**src/hdl/dmks_pkg.sv**
```systemverilog
// Shared types and constants for the DC motor kick-start speed controller.
package dmks_pkg;

  // Motor phase codes.
  typedef enum logic [2:0] {
    PH_STOPPED  = 3'd0,
    PH_STARTING = 3'd1,
    PH_MOVING   = 3'd2,
    PH_BEFORE   = 3'd3,
    PH_PEAK     = 3'd4,
    PH_DROP     = 3'd5
  } phase_t;

  // Sequencer states.
  typedef enum logic [2:0] {
    CT_IDLE   = 3'd0,
    CT_DECIDE = 3'd1,
    CT_RANGE  = 3'd2,
    CT_MUL    = 3'd3,
    CT_APPLY  = 3'd4,
    CT_DONE   = 3'd5
  } ctrl_state_t;

  // Configuration register indexes.
  localparam logic [1:0] CFG_KICK_LEVEL  = 2'd0;
  localparam logic [1:0] CFG_KICK_TICKS  = 2'd1;
  localparam logic [1:0] CFG_START_LEVEL = 2'd2;
  localparam logic [1:0] CFG_SWITCH_TRIM = 2'd3;

  localparam logic [7:0]  DUTY_OFF        = 8'd255;
  localparam logic [7:0]  TRIM_RESET      = 8'd128;
  localparam logic [15:0] TICK_MAX        = 16'hFFFF;
  localparam logic [15:0] DROP_MAX_WINDOWS = 16'd10;

  // Commands from the sequencer to the datapath.
  typedef struct packed {
    logic load_in;
    logic decide;
    logic calc_range;
    logic calc_mul;
    logic apply;
    logic load_out;
  } ctrl_cmd_t;

  // Status from the datapath to the sequencer.
  typedef struct packed {
    logic need_drive;
  } ctrl_sts_t;

endpackage

```
**src/hdl/dmks_ctrl.sv**
```systemverilog
// Sequencer for one control tick: decide, optional drive mapping, result hand-off.
module dmks_ctrl
  import dmks_pkg::*;
(
  input  logic       clk,
  input  logic       rst_n,
  input  logic       in_valid,
  output logic       in_ready,
  output logic       out_valid,
  input  logic       out_ready,
  input  ctrl_sts_t  sts,
  output ctrl_cmd_t  cmd
);

  ctrl_state_t state_r, state_nxt;
  logic        out_valid_r, out_valid_nxt;

  // Next state.
  always_comb begin
    state_nxt = state_r;
    case (state_r)
      CT_IDLE:   if (in_valid) state_nxt = CT_DECIDE;
      CT_DECIDE: state_nxt = sts.need_drive ? CT_RANGE : CT_DONE;
      CT_RANGE:  state_nxt = CT_MUL;
      CT_MUL:    state_nxt = CT_APPLY;
      CT_APPLY:  state_nxt = CT_DONE;
      CT_DONE:   if (!out_valid_r || out_ready) state_nxt = CT_IDLE;
      default:   state_nxt = CT_IDLE;
    endcase
  end

  // Command outputs.
  always_comb begin
    cmd            = '0;
    cmd.load_in    = (state_r == CT_IDLE) && in_valid;
    cmd.decide     = (state_r == CT_DECIDE);
    cmd.calc_range = (state_r == CT_RANGE);
    cmd.calc_mul   = (state_r == CT_MUL);
    cmd.apply      = (state_r == CT_APPLY);
    cmd.load_out   = (state_r == CT_DONE) && (!out_valid_r || out_ready);
  end

  // The result register stays valid until the downstream side takes it.
  always_comb begin
    out_valid_nxt = out_valid_r;
    if (cmd.load_out) begin
      out_valid_nxt = 1'b1;
    end else if (out_ready) begin
      out_valid_nxt = 1'b0;
    end
  end

  always_ff @(posedge clk) begin
    if (!rst_n) begin
      state_r     <= CT_IDLE;
      out_valid_r <= 1'b0;
    end else begin
      state_r     <= state_nxt;
      out_valid_r <= out_valid_nxt;
    end
  end

  assign in_ready  = (state_r == CT_IDLE);
  assign out_valid = out_valid_r;

endmodule

```
**src/hdl/dmks_datapath.sv**
```systemverilog
// Datapath: configuration, motor phase state, window sums and duty mapping.
module dmks_datapath
  import dmks_pkg::*;
#(
  parameter int WINDOW_SAMPLES = 10,
  parameter int SAMPLE_BITS    = 12
) (
  input  logic        clk,
  input  logic        rst_n,
  input  ctrl_cmd_t   cmd,
  output ctrl_sts_t   sts,
  input  logic        cfg_we,
  input  logic [1:0]  cfg_index,
  input  logic [7:0]  cfg_data,
  input  logic [7:0]  in_speed,
  input  logic        in_direction,
  input  logic        in_switching_mode,
  input  logic        in_stop_request,
  input  logic [11:0] in_motor_sample,
  output logic [7:0]  out_duty_pin_a,
  output logic [7:0]  out_duty_pin_b,
  output logic        out_duty_update,
  output logic        out_ready_to_accelerate
);

  localparam logic [3:0]  WIN_COUNT   = 4'(WINDOW_SAMPLES);
  localparam logic [11:0] SAMPLE_MASK = 12'((1 << SAMPLE_BITS) - 1);

  // Configuration registers.
  logic [7:0] kick_level_r, kick_ticks_r, start_level_r, switch_trim_r;

  always_ff @(posedge clk) begin
    if (!rst_n) begin
      kick_level_r  <= '0;
      kick_ticks_r  <= '0;
      start_level_r <= '0;
      switch_trim_r <= TRIM_RESET;
    end else if (cfg_we) begin
      case (cfg_index)
        CFG_KICK_LEVEL:  kick_level_r  <= cfg_data;
        CFG_KICK_TICKS:  kick_ticks_r  <= cfg_data;
        CFG_START_LEVEL: start_level_r <= cfg_data;
        CFG_SWITCH_TRIM: switch_trim_r <= cfg_data;
        default: ;
      endcase
    end
  end

  // Captured request.
  logic [7:0]  speed_r;
  logic        dir_r, sw_r, stop_r;
  logic [11:0] sample_r;

  always_ff @(posedge clk) begin
    if (cmd.load_in) begin
      speed_r  <= in_speed;
      dir_r    <= in_direction;
      sw_r     <= in_switching_mode;
      stop_r   <= in_stop_request;
      sample_r <= in_motor_sample & SAMPLE_MASK;
    end
  end

  // Motor state.
  phase_t      phase_r, phase_nxt;
  logic [7:0]  last_speed_r, last_speed_nxt;
  logic [15:0] tick_r, tick_nxt;
  logic [15:0] ref_sum_r, ref_sum_nxt;
  logic [15:0] cur_sum_r, cur_sum_nxt;
  logic [3:0]  cnt_r, cnt_nxt;
  logic [7:0]  duty_a_r, duty_a_nxt;
  logic [7:0]  duty_b_r, duty_b_nxt;
  logic [7:0]  held_start_r, held_start_nxt;
  logic        upd_r, upd_nxt;

  // Mapping pipeline registers.
  logic [7:0]  range_r;
  logic [15:0] prod_r;

  // Helper values for the decide step.
  logic [15:0] tick_sat;
  logic [15:0] ref_add, cur_add;
  logic [3:0]  cnt_inc;
  logic        win_done;
  logic [19:0] cur_x10, ref_x7;
  logic [7:0]  kick_pwm;
  logic        need_drive;

  assign tick_sat = (tick_r == TICK_MAX) ? tick_r : tick_r + 16'd1;
  assign ref_add  = ref_sum_r + {4'b0, sample_r};
  assign cur_add  = cur_sum_r + {4'b0, sample_r};
  assign cnt_inc  = cnt_r + 4'd1;
  assign win_done = (cnt_inc == WIN_COUNT);
  assign cur_x10  = {1'b0, cur_add, 3'b0} + {3'b0, cur_add, 1'b0};
  assign ref_x7   = {1'b0, ref_sum_r, 3'b0} - {4'b0, ref_sum_r};
  assign kick_pwm = DUTY_OFF - kick_level_r;

  // Duty mapping: maximum level, range, and the scaled product divided by 255.
  logic [15:0] trim_x255;
  logic [7:0]  max_level;
  logic [7:0]  range_c;
  logic [16:0] quot_sum;
  logic [7:0]  quot;
  logic [7:0]  map_pwm;

  assign trim_x255 = {switch_trim_r, 8'b0} - {8'b0, switch_trim_r};
  assign max_level = sw_r ? trim_x255[14:7] : DUTY_OFF;
  assign range_c   = (held_start_r < max_level) ? (max_level - held_start_r) : held_start_r;
  // Exact quotient by 255 for products up to 255 * 255.
  assign quot_sum  = {1'b0, prod_r} + {9'b0, prod_r[15:8]} + 17'd1;
  assign quot      = quot_sum[15:8];
  assign map_pwm   = DUTY_OFF - (held_start_r + quot);

  // Phase transitions for one tick, and the duty write of the mapping step.
  always_comb begin
    phase_nxt      = phase_r;
    last_speed_nxt = last_speed_r;
    tick_nxt       = tick_r;
    ref_sum_nxt    = ref_sum_r;
    cur_sum_nxt    = cur_sum_r;
    cnt_nxt        = cnt_r;
    duty_a_nxt     = duty_a_r;
    duty_b_nxt     = duty_b_r;
    held_start_nxt = held_start_r;
    upd_nxt        = upd_r;
    need_drive     = 1'b0;

    if (stop_r || (speed_r == 8'd0)) begin
      duty_a_nxt     = DUTY_OFF;
      duty_b_nxt     = DUTY_OFF;
      phase_nxt      = PH_STOPPED;
      last_speed_nxt = '0;
      upd_nxt        = 1'b1;
    end else begin
      upd_nxt = 1'b0;
      case (phase_r)
        PH_STOPPED: begin
          last_speed_nxt = speed_r;
          duty_a_nxt     = dir_r ? DUTY_OFF : kick_pwm;
          duty_b_nxt     = dir_r ? kick_pwm : DUTY_OFF;
          tick_nxt       = '0;
          phase_nxt      = PH_STARTING;
          upd_nxt        = 1'b1;
        end
        PH_STARTING: begin
          tick_nxt = tick_sat;
          if (tick_sat >= {8'b0, kick_ticks_r}) begin
            phase_nxt      = PH_MOVING;
            held_start_nxt = start_level_r;
            need_drive     = 1'b1;
            upd_nxt        = 1'b1;
          end
        end
        PH_MOVING: begin
          if (last_speed_r < speed_r) begin
            phase_nxt      = PH_BEFORE;
            ref_sum_nxt    = '0;
            cur_sum_nxt    = '0;
            cnt_nxt        = '0;
            last_speed_nxt = speed_r;
            need_drive     = 1'b1;
            upd_nxt        = 1'b1;
          end
        end
        PH_BEFORE: begin
          ref_sum_nxt = ref_add;
          cnt_nxt     = cnt_inc;
          if (win_done) begin
            cnt_nxt   = '0;
            tick_nxt  = '0;
            phase_nxt = PH_PEAK;
          end
        end
        PH_PEAK: begin
          cur_sum_nxt = cur_add;
          cnt_nxt     = cnt_inc;
          if (win_done) begin
            tick_nxt = tick_sat;
            if (cur_add < ref_sum_r) begin
              tick_nxt  = '0;
              phase_nxt = PH_DROP;
            end else begin
              ref_sum_nxt = cur_add;
            end
            cur_sum_nxt = '0;
            cnt_nxt     = '0;
          end
        end
        PH_DROP: begin
          cur_sum_nxt = cur_add;
          cnt_nxt     = cnt_inc;
          if (win_done) begin
            tick_nxt = tick_sat;
            if ((cur_x10 < ref_x7) || (tick_sat > DROP_MAX_WINDOWS)) begin
              phase_nxt = PH_MOVING;
            end else begin
              cnt_nxt     = '0;
              cur_sum_nxt = '0;
            end
          end
        end
        default: ;
      endcase
    end

    // Outside the decide step only the mapping result may touch the duties.
    if (!cmd.decide) begin
      phase_nxt      = phase_r;
      last_speed_nxt = last_speed_r;
      tick_nxt       = tick_r;
      ref_sum_nxt    = ref_sum_r;
      cur_sum_nxt    = cur_sum_r;
      cnt_nxt        = cnt_r;
      duty_a_nxt     = duty_a_r;
      duty_b_nxt     = duty_b_r;
      held_start_nxt = held_start_r;
      upd_nxt        = upd_r;
      if (cmd.apply) begin
        duty_a_nxt = dir_r ? DUTY_OFF : map_pwm;
        duty_b_nxt = dir_r ? map_pwm : DUTY_OFF;
      end
    end
  end

  always_ff @(posedge clk) begin
    if (!rst_n) begin
      phase_r      <= PH_STOPPED;
      last_speed_r <= '0;
      tick_r       <= '0;
      ref_sum_r    <= '0;
      cur_sum_r    <= '0;
      cnt_r        <= '0;
      duty_a_r     <= DUTY_OFF;
      duty_b_r     <= DUTY_OFF;
      held_start_r <= '0;
      upd_r        <= 1'b0;
    end else begin
      phase_r      <= phase_nxt;
      last_speed_r <= last_speed_nxt;
      tick_r       <= tick_nxt;
      ref_sum_r    <= ref_sum_nxt;
      cur_sum_r    <= cur_sum_nxt;
      cnt_r        <= cnt_nxt;
      duty_a_r     <= duty_a_nxt;
      duty_b_r     <= duty_b_nxt;
      held_start_r <= held_start_nxt;
      upd_r        <= upd_nxt;
    end
  end

  // Mapping pipeline: range first, then the product with the speed.
  always_ff @(posedge clk) begin
    if (cmd.calc_range) begin
      range_r <= range_c;
    end
    if (cmd.calc_mul) begin
      prod_r <= range_r * speed_r;
    end
  end

  assign sts.need_drive = need_drive;

  // Result register.
  logic [7:0] out_a_r, out_b_r;
  logic       out_upd_r, out_rta_r;

  always_ff @(posedge clk) begin
    if (cmd.load_out) begin
      out_a_r   <= duty_a_r;
      out_b_r   <= duty_b_r;
      out_upd_r <= upd_r;
      out_rta_r <= (phase_r == PH_STOPPED) || (phase_r == PH_MOVING);
    end
  end

  assign out_duty_pin_a          = out_a_r;
  assign out_duty_pin_b          = out_b_r;
  assign out_duty_update         = out_upd_r;
  assign out_ready_to_accelerate = out_rta_r;

endmodule

```
**src/hdl/dc_motor_kickstart_speed_controller_core.sv**
```systemverilog
// A request passes the decide step and then the done step, where its result is registered;
// when the duty is remapped, range, multiply and divide-by-255 run in between, one registered step
// each in the datapath. A new request waits for the sequencer to return to idle.
// A waiting result sits in its own register, so the next request can start before it is taken.
// Reset is synchronous and active low: phase stopped, both duties off (255), sums and counters
// zero, switch trim 128 and all other configuration registers zero.
module dc_motor_kickstart_speed_controller_core
  import dmks_pkg::*;
#(
  parameter int WINDOW_SAMPLES = 10,
  parameter int SAMPLE_BITS    = 12
) (
  input  logic        clk,
  input  logic        rst_n,
  input  logic        cfg_we,
  input  logic [1:0]  cfg_index,
  input  logic [7:0]  cfg_data,
  input  logic        in_valid,
  output logic        in_ready,
  input  logic [7:0]  in_speed,
  input  logic        in_direction,
  input  logic        in_switching_mode,
  input  logic        in_stop_request,
  input  logic [11:0] in_motor_sample,
  output logic        out_valid,
  input  logic        out_ready,
  output logic [7:0]  out_duty_pin_a,
  output logic [7:0]  out_duty_pin_b,
  output logic        out_duty_update,
  output logic        out_ready_to_accelerate
);

  ctrl_cmd_t cmd;
  ctrl_sts_t sts;

  // Sequencer.
  dmks_ctrl u_ctrl (
    .clk       (clk),
    .rst_n     (rst_n),
    .in_valid  (in_valid),
    .in_ready  (in_ready),
    .out_valid (out_valid),
    .out_ready (out_ready),
    .sts       (sts),
    .cmd       (cmd)
  );

  // Datapath.
  dmks_datapath #(
    .WINDOW_SAMPLES (WINDOW_SAMPLES),
    .SAMPLE_BITS    (SAMPLE_BITS)
  ) u_datapath (
    .clk                     (clk),
    .rst_n                   (rst_n),
    .cmd                     (cmd),
    .sts                     (sts),
    .cfg_we                  (cfg_we),
    .cfg_index               (cfg_index),
    .cfg_data                (cfg_data),
    .in_speed                (in_speed),
    .in_direction            (in_direction),
    .in_switching_mode       (in_switching_mode),
    .in_stop_request         (in_stop_request),
    .in_motor_sample         (in_motor_sample),
    .out_duty_pin_a          (out_duty_pin_a),
    .out_duty_pin_b          (out_duty_pin_b),
    .out_duty_update         (out_duty_update),
    .out_ready_to_accelerate (out_ready_to_accelerate)
  );

endmodule

```
**config.mk**
```make
export PLATFORM = sky130hd
export DESIGN_NAME = dc_motor_kickstart_speed_controller_core
export DESIGN_NICKNAME = d
export VERILOG_FILES = /design/src/hdl/dmks_pkg.sv /design/src/hdl/dmks_ctrl.sv /design/src/hdl/dmks_datapath.sv /design/src/hdl/dc_motor_kickstart_speed_controller_core.sv
export SDC_FILE = /design/constraint.sdc
export NUM_CORES = 1
export LEC_CHECK = 0
export BUFFER_PORTS_ARGS = -buffer_cell sky130_fd_sc_hd__buf_2
export CORE_MARGIN = 2
export CORE_UTILIZATION = 30
export CTS_CLUSTER_SIZE = 25
export DETAILED_ROUTE_END_ITERATION = 10
export PLACE_DENSITY = 0.43
export SYNTH_ARGS = -nofsm -noshare
export SYNTH_HDL_FRONTEND = slang
export SYNTH_SLANG_ARGS = --single-unit
```
**constraint.sdc**
```tcl
create_clock -name clk -period 7.95 [get_ports clk]
set_input_delay 1.59 -clock clk [delete_from_list [all_inputs] [get_ports clk]]
set_output_delay 1.59 -clock clk [all_outputs]
set_load 0.03 [all_outputs]
```
==> results of run 1 <==
layer usage:
layer | global-route usage | routed length [microns] | vias to the layer above
met4 | 0.0515 | 520 | 0
met1 | 0.243 | 20200 | 5264
met5 | 0 | 0 | -
li1 | - | - | 5568
met3 | 0.0257 | 1180 | 30
met2 | 0.248 | 16000 | 153
cell usage in the layout, fill, tap and decap left out, types with 8 or more instances in the layout:
master                      Yosys  routed
sky130_fd_sc_hd__o21ai_0       66      66
sky130_fd_sc_hd__nand2_1      142     142
sky130_fd_sc_hd__a21oi_1       88      87
sky130_fd_sc_hd__a21o_1        33      33
sky130_fd_sc_hd__nor2_1       132     132
sky130_fd_sc_hd__or3_1         10      10
sky130_fd_sc_hd__inv_1        112     111
sky130_fd_sc_hd__mux2i_1       43      43
sky130_fd_sc_hd__clkbuf_16      0      17
sky130_fd_sc_hd__nand2b_1      16      16
sky130_fd_sc_hd__nor3_1        35      34
sky130_fd_sc_hd__xor2_1        29      29
sky130_fd_sc_hd__nor4_1         8       8
sky130_fd_sc_hd__buf_2          9      57
sky130_fd_sc_hd__a22oi_1       17      17
sky130_fd_sc_hd__o21a_1        22      22
sky130_fd_sc_hd__xnor2_1       61      61
sky130_fd_sc_hd__o31ai_1        8       8
sky130_fd_sc_hd__edfxtp_1      65      65
sky130_fd_sc_hd__dfxtp_1      124     124
sky130_fd_sc_hd__a31oi_1       12      12
sky130_fd_sc_hd__ha_1         157     157
sky130_fd_sc_hd__a221oi_1      12      12
sky130_fd_sc_hd__nor2b_1       15      15
sky130_fd_sc_hd__a211oi_1      19      19
sky130_fd_sc_hd__and3_1        21      21
sky130_fd_sc_hd__nand3_1       38      38
sky130_fd_sc_hd__o22ai_1        9       9
sky130_fd_sc_hd__buf_4          1      15
sky130_fd_sc_hd__and2_1        48      48
sky130_fd_sc_hd__nand3b_1       8       8
sky130_fd_sc_hd__fa_1          41      41
sequential cells by signal, indices dropped and copies added (netlist names), 3 cells and up:
signal                     flops
u_datapath.out_duty_pin_b      8
u_datapath.range_r             8
u_datapath.ref_sum_r          16
u_datapath.cur_sum_r          16
u_datapath.start_level_r       8
u_datapath.speed_r             8
u_datapath.phase_r             3
u_ctrl.state_r                 3
u_datapath.cnt_r               4
u_datapath.duty_b_r            8
u_datapath.tick_r             16
u_datapath.prod_r             16
u_datapath.held_start_r        8
u_datapath.kick_ticks_r        8
u_datapath.last_speed_r        8
u_datapath.switch_trim_r       8
u_datapath.sample_r           12
u_datapath.kick_level_r        8
u_datapath.out_duty_pin_a      8
u_datapath.duty_a_r            8
how the worst min path moves through the flow:
stage                                                   start                                endpoint  depth (start not counted)
after CTS                 u_datapath.duty_a_r[2]$_SDFFE_PN1P_  u_datapath.out_duty_pin_a[2]$_DFFE_PP_                          0
after detailed placement  u_datapath.duty_b_r[0]$_SDFFE_PN1P_  u_datapath.out_duty_pin_b[0]$_DFFE_PP_                          0
after global placement    u_datapath.duty_b_r[0]$_SDFFE_PN1P_  u_datapath.out_duty_pin_b[0]$_DFFE_PP_                          0
after global routing      u_datapath.duty_b_r[6]$_SDFFE_PN1P_  u_datapath.out_duty_pin_b[6]$_DFFE_PP_                          0
final                     u_datapath.duty_b_r[0]$_SDFFE_PN1P_  u_datapath.out_duty_pin_b[0]$_DFFE_PP_                          0
after floorplan           u_datapath.duty_a_r[0]$_SDFFE_PN1P_  u_datapath.out_duty_pin_a[0]$_DFFE_PP_                          0
worst max-delay path, delay by kind of cell (launching register included):
family	cells	cell delay (ps)
AOI/OAI and AO/OA	18	4290
xor gates and xnor gates	2	380
adders and majority gates	4	1370
DFF	1	400
and+or+nand+nor	4	510
final cells by class:
cell class / instances / area [sq um]
Fill cell: 4883 / 30800
Multi-Input combinational cell: 1192 / 8900
Sequential cell: 189 / 4430
Tap cell: 607 / 759
Clock buffer: 18 / 429
Inverter: 113 / 425
Timing Repair Buffer: 72 / 398
Clock inverter: 14 / 120
cell families after synthesis:
family                   count (synthesis)
AO/OA/AOI/OAI                          354
XOR/XNOR                                91
adder cells (fa/ha/maj)                199
buffers and inverters                  173
flip-flops                             189
multiplexers                            43
AND/OR/NAND/NOR                        505
per-stage QoR:
stage | worst slack [ps] | power [uW] | cell area (sq um) | hold slack (ps)
after floorplan | 2070 | 1650 | 14000 | 403
after detailed placement | 968 | 1840 | 14900 | 416
after global placement | 1020 | 1840 | 14900 | 416
after CTS | 928 | 2710 | 15500 | 436
final | 938 | 2660 | 15500 | 431
after global routing | 212 | 2850 | 15500 | 445
power groups by stage:
| stage | combinational (uW) | sequential, uW | clock, uW |
|---|---|---|---|
| 6_report | 713 | 1100 | 844 |
| 5_1_grt | 834 | 1100 | 910 |
| 4_1_cts | 726 | 1100 | 880 |
| 3_5_place_dp | 718 | 1120 | 0 |
| 3_3_place_gp | 718 | 1120 | 0 |
| 2_1_floorplan | 549 | 1100 | 0 |
==> results.toml, run 1 <==
[synth]
synth.top_cells.by_area = "sky130_fd_sc_hd__dfxtp_1, sky130_fd_sc_hd__ha_1, sky130_fd_sc_hd__edfxtp_1"
synth_most_common_cell = "sky130_fd_sc_hd__ha_1"
post_synth_mux_area_share = 0.0307
yosys-top-cells-count = "sky130_fd_sc_hd__ha_1, sky130_fd_sc_hd__nand2_1, sky130_fd_sc_hd__nor2_1"
synth.yosys.warnings = 0
synthFlopType = "sky130_fd_sc_hd__dfxtp_1"
syn_area_per_cell_sq_um = 9.01
synthArstFlopShare = 0
synth-seq-area-share = 0.317
post-synth-top-area-fraction = 0.177
synth_edf_count = 65
syn_nets = 1790
synthDominantAreaCellType = "sky130_fd_sc_hd__dfxtp_1"
post_synth_and_or_nand_nor_area_fraction = 0.176
synth_top_family_by_area = "adder cells"
syn_inst = 1554
synth_compound_area_frac = 0.172
yosys.area_share.xor_xnor = 0.0575
synth-adder-area-share = 0.200
synth.cell_area_sq_um = 14000
ys_ff_latch = 189
ys_types = 75

[clocking]
clock_pin_transition_on_the_worst_setup_and_hold_timing_paths_ps = 70
cts_resized = 0
htree_num_levels = 4
tritoncts = "done"
tritoncts.num_buffers = 17
clkSinkCount = 189
max-clock-path-buffers = 2
root_driver = "sky130_fd_sc_hd__clkbuf_16"
post_cts_hold_buffer_count = 0
later_pin_clock_latency_in_the_skew_report_ps = 490
cts.repair_timing.setup_buffer_count = 0

[power]
max-vdd-ir-drop_v = 0.000125
p_leak_uw = 0.00648
combPwrFrac = 0.268
p_switching_uw = 866
pwr-share-clk = 0.318
share_seq_of_total_power = 0.414
power_report.internal_total_uw = 1790
power.density_nw_per_um2 = 172
swShare = 0.326

[timing]
final_critical_path_time_including_i_o_delays_and_setup_ps = 7010
max_freq_mhz = 143
final_total_negative_setup_slack_ps = 0
unrepaired_setup_endpoints_after_global_routing = "false"
worstMarginPinSlew_ps = 1120
layout_worst_path_cycle_share = 0.882
timing.final.max_slew_violations = 0
final.setup_skew_ps = 13.3
setup-violations-final = 0
max_slew_margin = 0.251
hold_violations = 0

[place]
gp_congestion = 0.816
detailed_place_hpwl_microns = 28400
place.port_buffers = 57
placedCellCount = 2173

[setup_path]
cp_common_cell = "sky130_fd_sc_hd__a21oi_1"
critical_path_required_ps = 8370
criticalPathCategory = "reg -> reg"
worst_r2r_startpoint = "u_datapath.sample_r[0]$_DFFE_PP_"
worstPathMaxFanout = 17
ff_to_ff_setup_slack_ps = 940
worstSetupStartpointType = "flop"
worstSetupEndpoint = "u_datapath.cur_sum_r[12]$_SDFFE_PN0P_"
timing.reg2reg.worst_path_depth = 28
destination_of_the_worst_register_to_register_timing_path = "u_datapath.cur_sum_r[12]$_SDFFE_PN0P_"
critical_path_arrival_ps = 7430
setup.worst_path.end_class = "flop"
worst_setup_path_startpoint = "u_datapath.sample_r[0]$_DFFE_PP_"
critical-path-slowest-cell = "sky130_fd_sc_hd__a211oi_4"
worst_path_largest_cell_delay_ps = 840

[cells_and_area]
drive_gt1_frac = 0.0851
num_antenna_cells = 0
postLayoutCoreUtil = 0.334
syn2layout_area_growth_pct = 10.5
final_net_count = 1821
finalNonFillerCells = 2205

[route]
routed-via-count = 11000
drcViolationCount = 0
drt_first_iter_violations = 668
route.detailed.wl_per_inst_microns = 17.2
ant_nets = 0
dr.pass1.iters = 7
routed_wirelength_microns = 37900
drt-vias-per-instance = 5.00

[grt]
grt_first_pass_wirelength_microns = 61400
grt_overflow_total = 0
antenna_found_initial = 0
grt_start_max_net_pins = 60
vias_in_the_first_global_route = 10900
track_usage = 0.166

[floorplanning]
coreArea_sq_um = 46300
initial_core_util = 0.303
placementRows = 79
die_x_microns = 220
die_height_microns = 220
fp.dieArea_sq_um = 48400
io_pins = 58

[run]
timing.max_cap.violations = 0

[hold_path]
holdCritPathClass = "reg -> reg"

[run_status]
status = "finished clean"
Power figures use the tool's default switching activity.
==> run 2: changes to the inputs <==
--- a/config.mk
+++ b/config.mk
@@ -6,11 +6,12 @@
 export NUM_CORES = 1
 export LEC_CHECK = 0
 export BUFFER_PORTS_ARGS = -buffer_cell sky130_fd_sc_hd__buf_2
+export CORE_ASPECT_RATIO = 1.5
 export CORE_MARGIN = 2
-export CORE_UTILIZATION = 30
+export CORE_UTILIZATION = 42
 export CTS_CLUSTER_SIZE = 25
 export DETAILED_ROUTE_END_ITERATION = 10
-export PLACE_DENSITY = 0.43
+export PLACE_DENSITY = 0.56
 export SYNTH_ARGS = -nofsm -noshare
 export SYNTH_HDL_FRONTEND = slang
 export SYNTH_SLANG_ARGS = --single-unit
==> run 2 against run 1 <==
  * Clock skew fell by 2.9 ps
  * Sequential power hardly changed
  * Register-to-register slack is essentially flat
  * Largest cell class unchanged
==> results.toml, run 2 (synthesis gave the netlist of run 1 again) <==
[route]
dr.pass1.iters = 5
routed-via-count = 11100
routed_wirelength_microns = 34700
drcViolationCount = 0
route.top_layer_used = "met4"
met3_wirelength_microns = 716
wl_met2_microns = 19000
route.detailed.wl_per_inst_microns = 17.3
drt-vias-per-instance = 5.50
ant_nets = 0
route.layer.met1.wl_microns = 14200
drt_first_iter_violations = 487

[floorplanning]
io_pins = 58
placementRows = 81
coreArea_sq_um = 32700
fp.dieArea_sq_um = 34800
initial_core_util = 0.428
die_height_microns = 228
die_x_microns = 153

[cells_and_area]
layout.cells.most_common_list = "sky130_fd_sc_hd__ha_1, sky130_fd_sc_hd__nand2_1, sky130_fd_sc_hd__nor2_1"
final_cell_area_sq_um = 15200
final_net_count = 1817
finalNonFillerCells = 2009
num_antenna_cells = 0
drive_gt1_frac = 0.0816
layout.cells.most_common = "sky130_fd_sc_hd__ha_1"
syn2layout_area_growth_pct = 8.91

[setup_path]
worstPathMaxFanout = 17
crit_cells = 28
timing.reg2reg.worst_path_depth = 28
critical_path_required_ps = 8320
setup.worst_path.end_class = "flop"
critical_path_arrival_ps = 7380
worstSetupStartpointType = "flop"
critical_path_buf_inv_count = 0
criticalPathCategory = "reg -> reg"
worst_path_dominant_cell_family = "compound AO/OA/AOI/OAI gates"
critical-path-slowest-cell = "sky130_fd_sc_hd__a211oi_4"
cp_common_cell = "sky130_fd_sc_hd__a21oi_1"
worst_path_largest_cell_delay_ps = 750

[timing]
unrepaired_setup_endpoints_after_global_routing = "false"
whs_ps = 435
timing.final.max_slew_violations = 0
worstMarginPinSlew_ps = 1120
max_slew_margin = 0.253
layout_worst_path_cycle_share = 0.881
max_freq_mhz = 143
final_total_negative_setup_slack_ps = 0
final.setup_skew_ps = 10.4
hold_violations = 0
final_critical_path_time_including_i_o_delays_and_setup_ps = 7000
setup-violations-final = 0

[power]
finalPower_uw = 2720
power.density_nw_per_um2 = 178
max-vdd-ir-drop_v = 0.000136
p_leak_uw = 0.00649

[clocking]
clock_pin_transition_on_the_worst_setup_and_hold_timing_paths_ps = 70
cts_resized = 0
tritoncts = "done"
max-clock-path-buffers = 2
tritoncts.num_buffers = 17
root_driver = "sky130_fd_sc_hd__clkbuf_16"
post_cts_hold_buffer_count = 0
cts.repair_timing.setup_buffer_count = 0
clkSinkCount = 189
htree_num_levels = 4
later_pin_clock_latency_in_the_skew_report_ps = 450

[place]
place.port_buffers = 57
placement.cell_area_sq_um = 14700
gp_congestion = 0.842
placedCellCount = 1977
detailed_place_hpwl_microns = 26800

[grt]
grt_overflow_total = 0
grt_first_pass_wirelength_microns = 56100
grt_start_max_net_pins = 78
track_usage = 0.203
vias_in_the_first_global_route = 10900
antenna_found_initial = 0

[run_status]
status = "finished clean"

[run]
timing.max_cap.violations = 0

[hold_path]
hold-path-cell-count = 0
holdCritPathClass = "reg -> reg"
-- run 2: cell type report --
cell class	instances	area, sq um
repair buffers	68	368
clock inverters	12	159
well taps	415	519
inverters	113	424
clock buffers	20	437
flip-flops and latches	189	4430
fillers	3225	17500
multi-input cells	1192	8900
-- run 2: worst paths after layout --
kind / end / slack [ps] / from
max reg2reg: u_datapath.cur_sum_r[12]$_SDFFE_PN0P_ / 950 / u_datapath.sample_r[0]$_DFFE_PP_
max: u_datapath.cur_sum_r[12]$_SDFFE_PN0P_ / 950 / u_datapath.sample_r[0]$_DFFE_PP_
min reg2reg: u_datapath.out_duty_pin_a[4]$_DFFE_PP_ / 430 / u_datapath.duty_a_r[4]$_SDFFE_PN1P_
min: u_datapath.out_duty_pin_a[4]$_DFFE_PP_ / 430 / u_datapath.duty_a_r[4]$_SDFFE_PN1P_
-- run 2: through the flow --
step,setup slack (ps),util
global placement,1030,0.448
finish,948,0.466
detailed placement,930,0.448
floorplan,2070,-
global route,470,0.466
CTS,917,0.466
-- run 2: power by group --
group          internal [uW]  switching (uW)  total (uW)
Combinational            302             420         722
Sequential              1060            39.6        1100
Clock                    500             399         898
-- run 2: layer usage --
layer  GRT usage  vias up
li1            -     5567
met3      0.0255       38
met2       0.393      128
met4      0.0678        0
met5           0        -
met1       0.227     5321
==> run 3: changes to the inputs <==
--- a/config.mk
+++ b/config.mk
@@ -6,12 +6,13 @@
 export NUM_CORES = 1
 export LEC_CHECK = 0
 export BUFFER_PORTS_ARGS = -buffer_cell sky130_fd_sc_hd__buf_2
-export CORE_ASPECT_RATIO = 1.5
+export CORE_ASPECT_RATIO = 2
 export CORE_MARGIN = 2
 export CORE_UTILIZATION = 42
 export CTS_CLUSTER_SIZE = 25
 export DETAILED_ROUTE_END_ITERATION = 10
 export PLACE_DENSITY = 0.56
+export RECOVER_POWER = 100
 export SYNTH_ARGS = -nofsm -noshare
 export SYNTH_HDL_FRONTEND = slang
 export SYNTH_SLANG_ARGS = --single-unit
==> run 3 against run 2 <==
  * The run now ends with capacitance limit, slew limit left
  * Total power grew 1.8%
  * Clock-buffer cell count is 1 lower
  * Clock skew up 3.9 ps
  * Wire length up 6.8%
  * Global-route usage up 1.4 points
  * Non-clock buffer count is 1 higher
  * Hold slack better by 2.1 ps
  * Flip-flop and latch count did not move
  * Clock power rose by 2%
  * Fmax is 0.94% lower
  * Final cell count rose by 0.90%
  * Register-to-register slack got worse by 70 ps
  * Largest cell class unchanged
==> results.toml, run 3 (synthesis gave the netlist of run 1 again) <==
[floorplanning]
initial_core_util = 0.427
fp.dieArea_sq_um = 34900
coreArea_sq_um = 32800
placementRows = 94
die_height_microns = 262
die_x_microns = 133
io_pins = 58

[clocking]
htree_num_levels = 4
max-clock-path-buffers = 2
later_pin_clock_latency_in_the_skew_report_ps = 470
tritoncts.num_buffers = 17
clkSinkCount = 189
tritoncts = "done"
cts_resized = 0
clock_pin_transition_on_the_worst_setup_and_hold_timing_paths_ps = 80
post_cts_hold_buffer_count = 0
cts.repair_timing.setup_buffer_count = 0
root_driver = "sky130_fd_sc_hd__clkbuf_16"

[timing]
layout_worst_path_cycle_share = 0.889
hold_violations = 0
unrepaired_setup_endpoints_after_global_routing = "false"
final.setup_skew_ps = 14.3
setup-violations-final = 0
final_total_negative_setup_slack_ps = 0
max_freq_mhz = 141
final_critical_path_setup_slack_ps = 881
whs_ps = 437
worstMarginPinSlew_ps = 2480
max_slew_margin = -0.654
final_critical_path_time_including_i_o_delays_and_setup_ps = 7070
timing.final.max_slew_violations = 165

[setup_path]
worstPathMaxFanout = 17
cp_common_cell = "sky130_fd_sc_hd__a21oi_1"
worst_path_dominant_cell_family = "compound AO/OA/AOI/OAI gates"
worst_path_largest_cell_delay_ps = 810
setup.worst_path.end_class = "flop"
critical_path_required_ps = 8320
critical_path_buf_inv_count = 0
worstSetupStartpointType = "flop"
critical-path-slowest-cell = "sky130_fd_sc_hd__a211oi_4"
critical_path_arrival_ps = 7440
criticalPathCategory = "reg -> reg"

[route]
ant_nets = 0
route.detailed.wl_per_inst_microns = 18.3
dr.pass1.iters = 8
routed_wirelength_microns = 37100
routed-via-count = 11200
drt_first_iter_violations = 589
drcViolationCount = 0
drt-vias-per-instance = 5.51

[power]
p_switching_uw = 945
power_report.internal_total_uw = 1820
share_seq_of_total_power = 0.397
pwr-share-clk = 0.330
p_leak_uw = 0.00640
combPwrFrac = 0.273
power.density_nw_per_um2 = 182
swShare = 0.342
max-vdd-ir-drop_v = 0.000152

[grt]
vias_in_the_first_global_route = 11400
grt_overflow_total = 0
track_usage = 0.217
grt_first_pass_wirelength_microns = 58900
grt_start_max_net_pins = 55
antenna_found_initial = 0

[hold_path]
holdCritPathClass = "reg -> reg"

[run_status]
status = "finished, violations left"
violations = "capacitance limit, slew limit"

[cells_and_area]
layout.cells.most_common_list = "sky130_fd_sc_hd__ha_1, sky130_fd_sc_hd__nand2_1, sky130_fd_sc_hd__nor2_1"
layout.cells.most_common = "sky130_fd_sc_hd__ha_1"
drive_gt1_frac = 0.0571
final_net_count = 1818
final.fill_count = 3233
syn2layout_area_growth_pct = 8.58
num_antenna_cells = 0
finalNonFillerCells = 2027

[place]
placement.setup.worst_slack_ps = 977
gp_congestion = 0.848
place.port_buffers = 57
detailed_place_hpwl_microns = 29400
placedCellCount = 1995

[run]
timing.max_cap.violations = 5
-- run 3: cell count changes in the layout (fill, tap and decap cells not counted), sizes merged --
cell / previous run / this run
inv: 119 / 118
buf: 68 / 37
clkbuf: 20 / 51
clkinvlp: 1 / 0
clkinv: 2 / 8
bufinv: 3 / 0
-- run 3: cell type report --
type                    count  area, sq um  area share
inverters                 113          424      0.0279
repair buffers             69          325      0.0214
clock buffers              19          475      0.0313
multi-input cells        1192         8840       0.581
clock inverters            13          164      0.0108
well taps                 432          541      0.0356
flip-flops and latches    189         4430       0.292
-- run 3: path summary, 6_finish.rpt --
path,from,to,slack [ps],depth (start not counted)
max,u_datapath.sample_r[0]$_DFFE_PP_,u_datapath.cur_sum_r[12]$_SDFFE_PN0P_,880,28
min,u_datapath.duty_b_r[3]$_SDFFE_PN1P_,u_datapath.out_duty_pin_b[3]$_DFFE_PP_,440,0
max reg2reg,u_datapath.sample_r[0]$_DFFE_PP_,u_datapath.cur_sum_r[12]$_SDFFE_PN0P_,880,28
min reg2reg,u_datapath.duty_b_r[3]$_SDFFE_PN1P_,u_datapath.out_duty_pin_b[3]$_DFFE_PP_,440,0
-- run 3: routing by layer --
metal	share of wire	vias up	track usage	wire [microns]
li1	-	5558	-	-
met1	0.36	5368	0.208	13200
met2	0.58	174	0.445	21500
met3	0.019	68	0.0247	688
met4	0.044	0	0.107	1620
met5	0	-	0	0
-- run 3: power groups by stage --
stage / Combinational, uW / Clock, uW / Sequential [uW]
final: 755 / 912 / 1100
after global routing: 851 / 969 / 1100
after CTS: 783 / 933 / 1100
after detailed placement: 779 / 0 / 1120
after global placement: 763 / 0 / 1120
after floorplan: 549 / 0 / 1100
-- run 3: per-stage QoR --
step	utilization	total power (uW)	instance area, sq um
2_1_floorplan	-	1650	14000
3_5_place_dp	0.447	1900	14700
4_1_cts	0.467	2810	15300
3_3_place_gp	0.447	1880	14700
5_1_grt	0.463	2920	15200
6_report	0.463	2770	15200
